[config.mk]
export PLATFORM = sky130hd
export DESIGN_NAME = h264_param_set_extractor
export DESIGN_NICKNAME = d
export VERILOG_FILES = /design/src/design/hpse_pkg.sv /design/src/design/h264_param_set_extractor.sv
export SDC_FILE = /design/constraint.sdc
export NUM_CORES = 1
export LEC_CHECK = 0
export BUFFER_PORTS_ARGS = -buffer_cell sky130_fd_sc_hd__buf_2
export CAP_MARGIN = 0
export CELL_PAD_IN_SITES_DETAIL_PLACEMENT = 1
export CELL_PAD_IN_SITES_GLOBAL_PLACEMENT = 2
export CORE_UTILIZATION = 40
export CTS_CLUSTER_DIAMETER = 150
export DETAILED_ROUTE_END_ITERATION = 10
export GPL_TIMING_DRIVEN = 0
export PLACE_DENSITY = 0.9
export SETUP_SLACK_MARGIN = 0.2
export SYNTH_ARGS = -nofsm -noshare
export SYNTH_HDL_FRONTEND = slang
export SYNTH_SLANG_ARGS = --single-unit
[constraint.sdc]
create_clock -name clk -period 16.6 [get_ports clk]
set_input_delay 1.66 -clock clk [delete_from_list [all_inputs] [get_ports clk]]
set_output_delay 1.66 -clock clk [all_outputs]
set_load 0.005 [all_outputs]
[src/design/hpse_pkg.sv]
// Shared types and constants for the H.264 parameter set extractor.
// No dependencies; used by the top level and its port checker.
package hpse_pkg;

  // Default buffer limit in bytes
  localparam int MAX_BYTES_DEF = 4096;

  // Result field widths
  localparam int OFF_W    = 12;
  localparam int LEN_W    = 13;
  localparam int LAYOUT_W = 2;

  // NAL header decode
  localparam logic [7:0] START_CODE_END = 8'h01;
  localparam logic [4:0] NAL_SPS        = 5'd7;
  localparam logic [4:0] NAL_PPS        = 5'd8;

  // Layout of the extradata buffer
  typedef enum logic [LAYOUT_W-1:0] {
    LAYOUT_ANNEXB = 2'd0,
    LAYOUT_AVCC   = 2'd1,
    LAYOUT_BARE   = 2'd2,
    LAYOUT_NONE   = 2'd3
  } layout_t;

endpackage

[src/design/h264_param_set_extractor.sv]
// H.264 parameter set extractor: scans codec extradata for the first SPS and PPS.
// Depends on hpse_pkg for field widths, NAL codes and layout codes.
//
// Usage: extradata enters one byte per request on the in_ channel (valid/ready),
// with in_last set on the final byte of a buffer. Two parsers run side by side:
// an Annex-B start code scanner and a 4-byte big-endian length prefix walker.
// After the last byte one result request leaves on the out_ channel with the
// offset and length of the first SPS and PPS, the layout that supplied them and
// an overflow flag (buffer longer than MAX_BYTES; extra bytes are ignored).
// Non-final bytes produce no result.
// Throughput: one byte per cycle, except for the stall below. A byte is held in an
// input register, then the parser state and the result register update from it.
// Stall: while a result waits on out_ready, non-final bytes of the next buffer
// still flow; only a second final byte waits in the input register.
// Reset (rst_n low, synchronous) clears the parsers and drops any held request.
// After each final byte the parsers return to the reset state on their own.
module h264_param_set_extractor #(
  parameter int MAX_BYTES = hpse_pkg::MAX_BYTES_DEF
) (
  input  logic                          clk,
  input  logic                          rst_n,
  input  logic                          in_valid,
  output logic                          in_ready,
  input  logic [7:0]                    in_data_byte,
  input  logic                          in_last,
  output logic                          out_valid,
  input  logic                          out_ready,
  output logic                          out_sps_found,
  output logic [hpse_pkg::OFF_W-1:0]    out_sps_offset,
  output logic [hpse_pkg::LEN_W-1:0]    out_sps_length,
  output logic                          out_pps_found,
  output logic [hpse_pkg::OFF_W-1:0]    out_pps_offset,
  output logic [hpse_pkg::LEN_W-1:0]    out_pps_length,
  output logic [hpse_pkg::LAYOUT_W-1:0] out_layout,
  output logic                          out_overflow
);

  localparam int CW = $clog2(MAX_BYTES + 1);
  localparam int OW = hpse_pkg::OFF_W;
  localparam int LW = hpse_pkg::LEN_W;

  typedef logic [CW-1:0] cnt_t;
  typedef logic [CW+1:0] cntx_t;

  typedef struct packed {
    logic found;
    cnt_t off;
    cnt_t len;
  } span_t;

  typedef struct packed {
    span_t sps;
    span_t pps;
  } sets_t;

  localparam cnt_t  CNT_MAX   = cnt_t'(MAX_BYTES);
  localparam cnt_t  PFX_BYTES = cnt_t'(4);
  localparam cnt_t  PFX_LAST  = cnt_t'(3);
  localparam sets_t SETS_NONE = '0;

  // Record a unit as the first SPS or PPS if nothing of its kind is held yet
  function automatic sets_t take_unit(sets_t s, logic en, logic [4:0] kind,
                                      cnt_t off, cnt_t len);
    sets_t r;
    r = s;
    if (en && len != '0) begin
      if (kind == hpse_pkg::NAL_SPS && !s.sps.found) begin
        r.sps = '{found: 1'b1, off: off, len: len};
      end else if (kind == hpse_pkg::NAL_PPS && !s.pps.found) begin
        r.pps = '{found: 1'b1, off: off, len: len};
      end
    end
    return r;
  endfunction

  // Input register
  logic       s_valid_r;
  logic [7:0] s_data_r;
  logic       s_last_r;
  logic       fire;

  // Parser state
  logic [7:0] win_r [0:2];
  logic [7:0] win_nxt [0:2];
  cnt_t        byte_cnt_r, byte_cnt_nxt;
  logic        in_unit_r, in_unit_nxt;
  cnt_t        unit_start_r, unit_start_nxt;
  logic [4:0]  unit_kind_r, unit_kind_nxt;
  sets_t       sc_r, sc_nxt;
  cnt_t        pfx_ptr_r, pfx_ptr_nxt;
  logic [31:0] pfx_len_r, pfx_len_nxt;
  logic [4:0]  pfx_kind_r, pfx_kind_nxt;
  logic        pfx_halt_r, pfx_halt_nxt;
  sets_t       pfx_r, pfx_nxt;
  logic        first_sps_r, first_sps_nxt;
  logic        ovf_r, ovf_nxt;

  // Scan and result helpers
  logic        consume;
  cntx_t       kx, usx;
  logic        sc_hit;
  cnt_t        sc_q;
  cnt_t        rel;
  logic [31:0] pfx_shift;
  logic [4:0]  pfx_kind_eff;
  sets_t       fin;
  span_t       res_sps, res_pps;
  hpse_pkg::layout_t res_layout;

  // Result register
  logic                          out_valid_r;
  logic                          out_sps_found_r, out_pps_found_r;
  logic [OW-1:0]                 out_sps_offset_r, out_pps_offset_r;
  logic [LW-1:0]                 out_sps_length_r, out_pps_length_r;
  logic [hpse_pkg::LAYOUT_W-1:0] out_layout_r;
  logic                          out_overflow_r;

  // Advance the held byte unless it is final and the result slot is still full
  assign fire     = s_valid_r && (!s_last_r || !out_valid_r || out_ready);
  assign in_ready = !s_valid_r || fire;

  // Per-byte parser update
  always_comb begin
    consume        = byte_cnt_r < CNT_MAX;
    kx             = {2'b00, byte_cnt_r};
    usx            = {2'b00, unit_start_r};
    sc_hit         = s_data_r == hpse_pkg::START_CODE_END && win_r[0] == 8'h00 &&
                     win_r[1] == 8'h00 && kx >= usx + cntx_t'(2);
    sc_q           = (kx >= usx + cntx_t'(3) && win_r[2] == 8'h00) ?
                     byte_cnt_r - cnt_t'(3) : byte_cnt_r - cnt_t'(2);
    rel            = byte_cnt_r - pfx_ptr_r;
    pfx_shift      = {pfx_len_r[23:0], s_data_r};
    pfx_kind_eff   = (rel == PFX_BYTES) ? s_data_r[4:0] : pfx_kind_r;

    win_nxt        = win_r;
    byte_cnt_nxt   = byte_cnt_r;
    in_unit_nxt    = in_unit_r;
    unit_start_nxt = unit_start_r;
    unit_kind_nxt  = unit_kind_r;
    sc_nxt         = sc_r;
    pfx_ptr_nxt    = pfx_ptr_r;
    pfx_len_nxt    = pfx_len_r;
    pfx_kind_nxt   = pfx_kind_r;
    pfx_halt_nxt   = pfx_halt_r;
    pfx_nxt        = pfx_r;
    first_sps_nxt  = first_sps_r;
    ovf_nxt        = ovf_r;

    if (consume) begin
      if (byte_cnt_r == '0) begin
        first_sps_nxt = s_data_r[4:0] == hpse_pkg::NAL_SPS;
      end

      // Start code scanner: latch the NAL type, close a unit on each start code
      if (in_unit_r && byte_cnt_r == unit_start_r) begin
        unit_kind_nxt = s_data_r[4:0];
      end
      if (sc_hit) begin
        sc_nxt = take_unit(sc_r, in_unit_r && sc_q > unit_start_r, unit_kind_r,
                           unit_start_r, sc_q - unit_start_r);
        unit_start_nxt = byte_cnt_r + cnt_t'(1);
        in_unit_nxt    = 1'b1;
      end
      win_nxt[2] = win_r[1];
      win_nxt[1] = win_r[0];
      win_nxt[0] = s_data_r;

      // Length prefix walker: gather the prefix, then wait for the unit end
      if (!pfx_halt_r) begin
        if (rel < PFX_BYTES) begin
          pfx_len_nxt = pfx_shift;
          if (rel == PFX_LAST && pfx_shift == 32'd0) begin
            pfx_halt_nxt = 1'b1;
          end
        end else begin
          pfx_kind_nxt = pfx_kind_eff;
          if (32'(rel) - 32'd3 == pfx_len_r) begin
            pfx_nxt = take_unit(pfx_r, 1'b1, pfx_kind_eff, pfx_ptr_r + PFX_BYTES,
                                cnt_t'(pfx_len_r));
            pfx_ptr_nxt = byte_cnt_r + cnt_t'(1);
            pfx_len_nxt = 32'd0;
          end
        end
      end

      byte_cnt_nxt = byte_cnt_r + cnt_t'(1);
    end else begin
      ovf_nxt = 1'b1;
    end
  end

  // Close the open unit at buffer end and pick the winning layout
  always_comb begin
    fin = take_unit(sc_nxt, in_unit_nxt && byte_cnt_nxt > unit_start_nxt,
                    unit_kind_nxt, unit_start_nxt, byte_cnt_nxt - unit_start_nxt);
    res_sps = '0;
    res_pps = '0;
    if (fin.sps.found || fin.pps.found) begin
      res_sps    = fin.sps;
      res_pps    = fin.pps;
      res_layout = hpse_pkg::LAYOUT_ANNEXB;
    end else if (pfx_nxt.sps.found || pfx_nxt.pps.found) begin
      res_sps    = pfx_nxt.sps;
      res_pps    = pfx_nxt.pps;
      res_layout = hpse_pkg::LAYOUT_AVCC;
    end else if (first_sps_nxt) begin
      res_sps    = '{found: 1'b1, off: '0, len: byte_cnt_nxt};
      res_layout = hpse_pkg::LAYOUT_BARE;
    end else begin
      res_layout = hpse_pkg::LAYOUT_NONE;
    end
  end

  always_ff @(posedge clk) begin
    if (!rst_n) begin
      s_valid_r    <= 1'b0;
      out_valid_r  <= 1'b0;
      win_r        <= '{default: 8'h00};
      byte_cnt_r   <= '0;
      in_unit_r    <= 1'b0;
      unit_start_r <= '0;
      unit_kind_r  <= '0;
      sc_r         <= SETS_NONE;
      pfx_ptr_r    <= '0;
      pfx_len_r    <= '0;
      pfx_kind_r   <= '0;
      pfx_halt_r   <= 1'b0;
      pfx_r        <= SETS_NONE;
      first_sps_r  <= 1'b0;
      ovf_r        <= 1'b0;
    end else begin
      // Input register: load on accept, drop once advanced
      if (in_valid && in_ready) begin
        s_valid_r <= 1'b1;
        s_data_r  <= in_data_byte;
        s_last_r  <= in_last;
      end else if (fire) begin
        s_valid_r <= 1'b0;
      end

      // Result register: load on a final byte, hold until taken
      if (fire && s_last_r) begin
        out_valid_r <= 1'b1;
      end else if (out_valid_r && out_ready) begin
        out_valid_r <= 1'b0;
      end

      if (fire) begin
        if (s_last_r) begin
          out_sps_found_r  <= res_sps.found;
          out_sps_offset_r <= OW'(res_sps.off);
          out_sps_length_r <= LW'(res_sps.len);
          out_pps_found_r  <= res_pps.found;
          out_pps_offset_r <= OW'(res_pps.off);
          out_pps_length_r <= LW'(res_pps.len);
          out_layout_r     <= res_layout;
          out_overflow_r   <= ovf_nxt;
          // Start the next buffer from a clean state
          win_r        <= '{default: 8'h00};
          byte_cnt_r   <= '0;
          in_unit_r    <= 1'b0;
          unit_start_r <= '0;
          unit_kind_r  <= '0;
          sc_r         <= SETS_NONE;
          pfx_ptr_r    <= '0;
          pfx_len_r    <= '0;
          pfx_kind_r   <= '0;
          pfx_halt_r   <= 1'b0;
          pfx_r        <= SETS_NONE;
          first_sps_r  <= 1'b0;
          ovf_r        <= 1'b0;
        end else begin
          win_r        <= win_nxt;
          byte_cnt_r   <= byte_cnt_nxt;
          in_unit_r    <= in_unit_nxt;
          unit_start_r <= unit_start_nxt;
          unit_kind_r  <= unit_kind_nxt;
          sc_r         <= sc_nxt;
          pfx_ptr_r    <= pfx_ptr_nxt;
          pfx_len_r    <= pfx_len_nxt;
          pfx_kind_r   <= pfx_kind_nxt;
          pfx_halt_r   <= pfx_halt_nxt;
          pfx_r        <= pfx_nxt;
          first_sps_r  <= first_sps_nxt;
          ovf_r        <= ovf_nxt;
        end
      end
    end
  end

  assign out_valid      = out_valid_r;
  assign out_sps_found  = out_sps_found_r;
  assign out_sps_offset = out_sps_offset_r;
  assign out_sps_length = out_sps_length_r;
  assign out_pps_found  = out_pps_found_r;
  assign out_pps_offset = out_pps_offset_r;
  assign out_pps_length = out_pps_length_r;
  assign out_layout     = out_layout_r;
  assign out_overflow   = out_overflow_r;

endmodule

==> impl_results.md <==
- Status: finished, violations left
- Failing checks: design-rule violations
- Critical Path End Type: flop
- Slew Limit Fails: 0
- Setup Viol. Count Final: 0
- Flops & latches, synth: 279
- LEAKAGE: approximately 7.1 nW
- Pwr per Cell Area: ~80 nW/um^2
- Launching point of the worst reg2reg path: unit_start_r[5]
- Initial DRC count: roughly 1,400
- Critical path type: flop to flop
- Worst Path Buf+Inv: 4
- Cell Area, Synth: around 17,000 um^2
- Worst setup margin: 6.43 ns
- Io pins: 70
- Hold Path Depth: 2
- CTS hold repair buffers: 0
- Crit path DAT: 10.53 ns
- Final Cell Area: 19,100 um^2
- Most frequent cells in the layout: dfxtp_1, nor2_1, a21oi_1
- Avg Inst Size Synth: approximately 9 um^2
- Crit path largest cell delay: 1.11 ns
- TritonCTS Buffers: 34
- Final ANT Viol Nets: 0
- Syn Nets: 2,002
- Crit path from: unit_start_r[5]
- Ys Warns: 0
- Vias: ~16,000
- DP HPWL: 52,700 um
- TritonCTS clock tree: done
- Post-CTS Setup Repair Bufs: 0
- Synth-to-Final Area Change: 12.7%
- Worst R2R Path Depth: 26
- Worst hold start: ovf_r
- Peak supply drop: between 0.00008 and 0.00009 V
- Core ar.: approximately 42,000 um^2
- Share of post-route cells with drive strength above 1: 0.108
- CP delay by family, top: simple AND/OR/NAND/NOR gates
- Die Width: between 200 and 250 um
- Skew final: about 0.031 ns
- Startpoint type of the worst setup path: flop
- Drt first pass iters: 10
- DRC: 2
- Nets: roughly 2,100
- Drt via density: between 6 and 7
- Worst-Margin Slew: roughly 1.3 ns
- Synth cell types: approximately 80
- Clock sink total: 279
- CTS resizes: 0
- Ys flop type: dfxtp_1
- Min-Delay Path Class: flop to flop
- Final wirelength: between 60,000 and 70,000 um
- Worst skew pair latency: around 0.55 ns
- Placed Area: between 15,000 and 20,000 um^2
- Slew HR: 0.132
- Vias in the first global route: about 16,000
- Crit-path max FO: 10
- Fin crit share: 0.613
- Syn Inst Count: around 1,900
- Final hold viol count: 0
- Row cnt: 75
- CTS max path bufs: 3
- First-pass GRT wire length: 102,000 um
- Critical path's slowest cell: o21ai_0
- Cell depth of the worst setup path: 26
- Maximum clock frequency: between 90 and 100 MHz
- DP Worst Slack: a little under 7 ns
- Die area: around 43,000 um^2
- Clock Tree Root: clkbuf_16
- Minimum clock period after layout: 10.17 ns
- WP data required: 16.96 ns
- Die Y: between 200 and 250 um
- Post-synthesis sequential area ratio: 0.367
- Global route overflow: 0
- H-tree levels: 2
- Initial core utilization: 0.405
- RSZ-0062 raised after global routing: false
- Max-cap violation count: 0
- GRT Overall Usage: 0.310
- Largest net degree at the start of global routing: 37
- CTS clock-pin slew for the worst setup and hold paths: around 0.060 ns
- RD Place Congestion: 0.974
- Port bufs: 69
- Initial antenna violation count: 1
- Commonest non-fill, non-tap cell in the layout: dfxtp_1
- Asr flop ratio synth: 0
- Diode count: 0
- Post-synth EDFFs: 64
- WL/cell: between 20 and 30 um
- Setup TNS: 0 ns
[cell usage after synthesis, drive strengths merged (7+ instances only)]
cell type  number  share of area
a22o           50          0.026
nor3           37          0.011
edfxtp         64           0.11
nor2b          17         0.0063
clkbuf        109          0.024
mux2           47          0.031
nand3          44          0.013
and3           20         0.0074
nor4           31          0.012
a211oi         11         0.0049
nor2          203          0.045
dfxtp         215           0.25
or3            15         0.0058
a221oi          7         0.0036
xor2           32          0.017
a21oi         119          0.035
and2           11         0.0041
or2             7         0.0026
o22ai          37          0.014
o221ai         15         0.0077
nand2          95          0.021
o211ai         20         0.0089
a22oi          91          0.040
o21a           16         0.0071
nand4          22         0.0081
or4            12         0.0053
inv            62          0.014
xnor2          70          0.036
and4            7         0.0036
or4b            7         0.0041
buf            43          0.015
nand4b         12         0.0062
o21ai          92          0.028
nand2b          8         0.0030
ha             77          0.057
mux2i          98          0.058
[cell families after synthesis]
| family | count (synthesis) | synth area share |
|---|---|---|
| AO/OA/AOI/OAI | 521 | 0.208 |
| XOR/XNOR | 104 | 0.0554 |
| AND/OR/NAND/NOR | 565 | 0.167 |
| buffers and inverters | 215 | 0.0533 |
| adder cells (fa/ha/maj) | 80 | 0.0603 |
| flip-flops | 279 | 0.367 |
| multiplexers | 145 | 0.0890 |
[worst register-to-register path: cells and delay by family (launching register included)]
kind,cells,cell delay [ns]
buffers and inverters,4,1.92
AND/OR/NAND/NOR,12,4.13
flip-flops,1,0.40
multiplexers,1,0.45
AO/OA/AOI/OAI,6,2.28
adder cells (fa/ha/maj),2,0.64
XOR/XNOR,1,0.19
[stage by stage]
step	power (mW)	cells	util	hold slack (ns)
after floorplan	0.774	1909	-	0.429
after global placement	0.805	2517	0.430	0.442
after detailed placement	0.808	2518	0.430	0.451
after CTS	1.57	2580	0.457	0.462
after global routing	1.60	2580	0.457	0.492
final	1.56	2580	0.457	0.462
[path summary, 6_finish.rpt]
kind / slack, ns / endpoint
worst max register to register: 6.43 / out_pps_offset[10]
worst min register to register: 0.46 / ovf_r
worst max-delay path: 6.43 / out_pps_offset[10]
worst min-delay path: 0.46 / ovf_r
[report_power, final]
| part | internal (mW) | switching, mW |
|---|---|---|
| clock network | 0.448 | 0.318 |
| registers | 0.696 | 0.00308 |
| logic | 0.0273 | 0.0694 |
| total | 1.17 | 0.390 |
[registers in the layout, summed over array words and instances (netlist names), 2 cells and up]
register        cells
out_pps_length     13
pfx_kind_r          5
byte_cnt_r         13
unit_kind_r         5
unit_start_r       13
out_pps_offset     12
pfx_ptr_r          13
pfx_len_r          32
out_sps_length     13
s_data_r            8
sc_r               52
out_sps_offset     12
win_r              24
pfx_r              52
out_layout          2
[cell type report]
class / instances / area, um^2
repair buffers: 70 / 365
clock buffers: 44 / 898
plain buffers: 152 / 667
multi-input cells: 1415 / 9840
clock inverters: 18 / 208
inverters: 63 / 236
flip-flops and latches: 279 / 6230
well taps: 539 / 674
fillers: 4937 / 22700
[layer usage]
layer | vias to the layer above | part of all wire | wire length, um | track usage
met1 | 8034 | 0.43 | 28700 | 0.398
met4 | 0 | 0.044 | 2940 | 0.134
met5 | - | 0 | 0 | 0
met2 | 572 | 0.46 | 31300 | 0.512
li1 | 7271 | - | - | -
met3 | 156 | 0.068 | 4560 | 0.0545
Power figures use the tool's default switching activity.
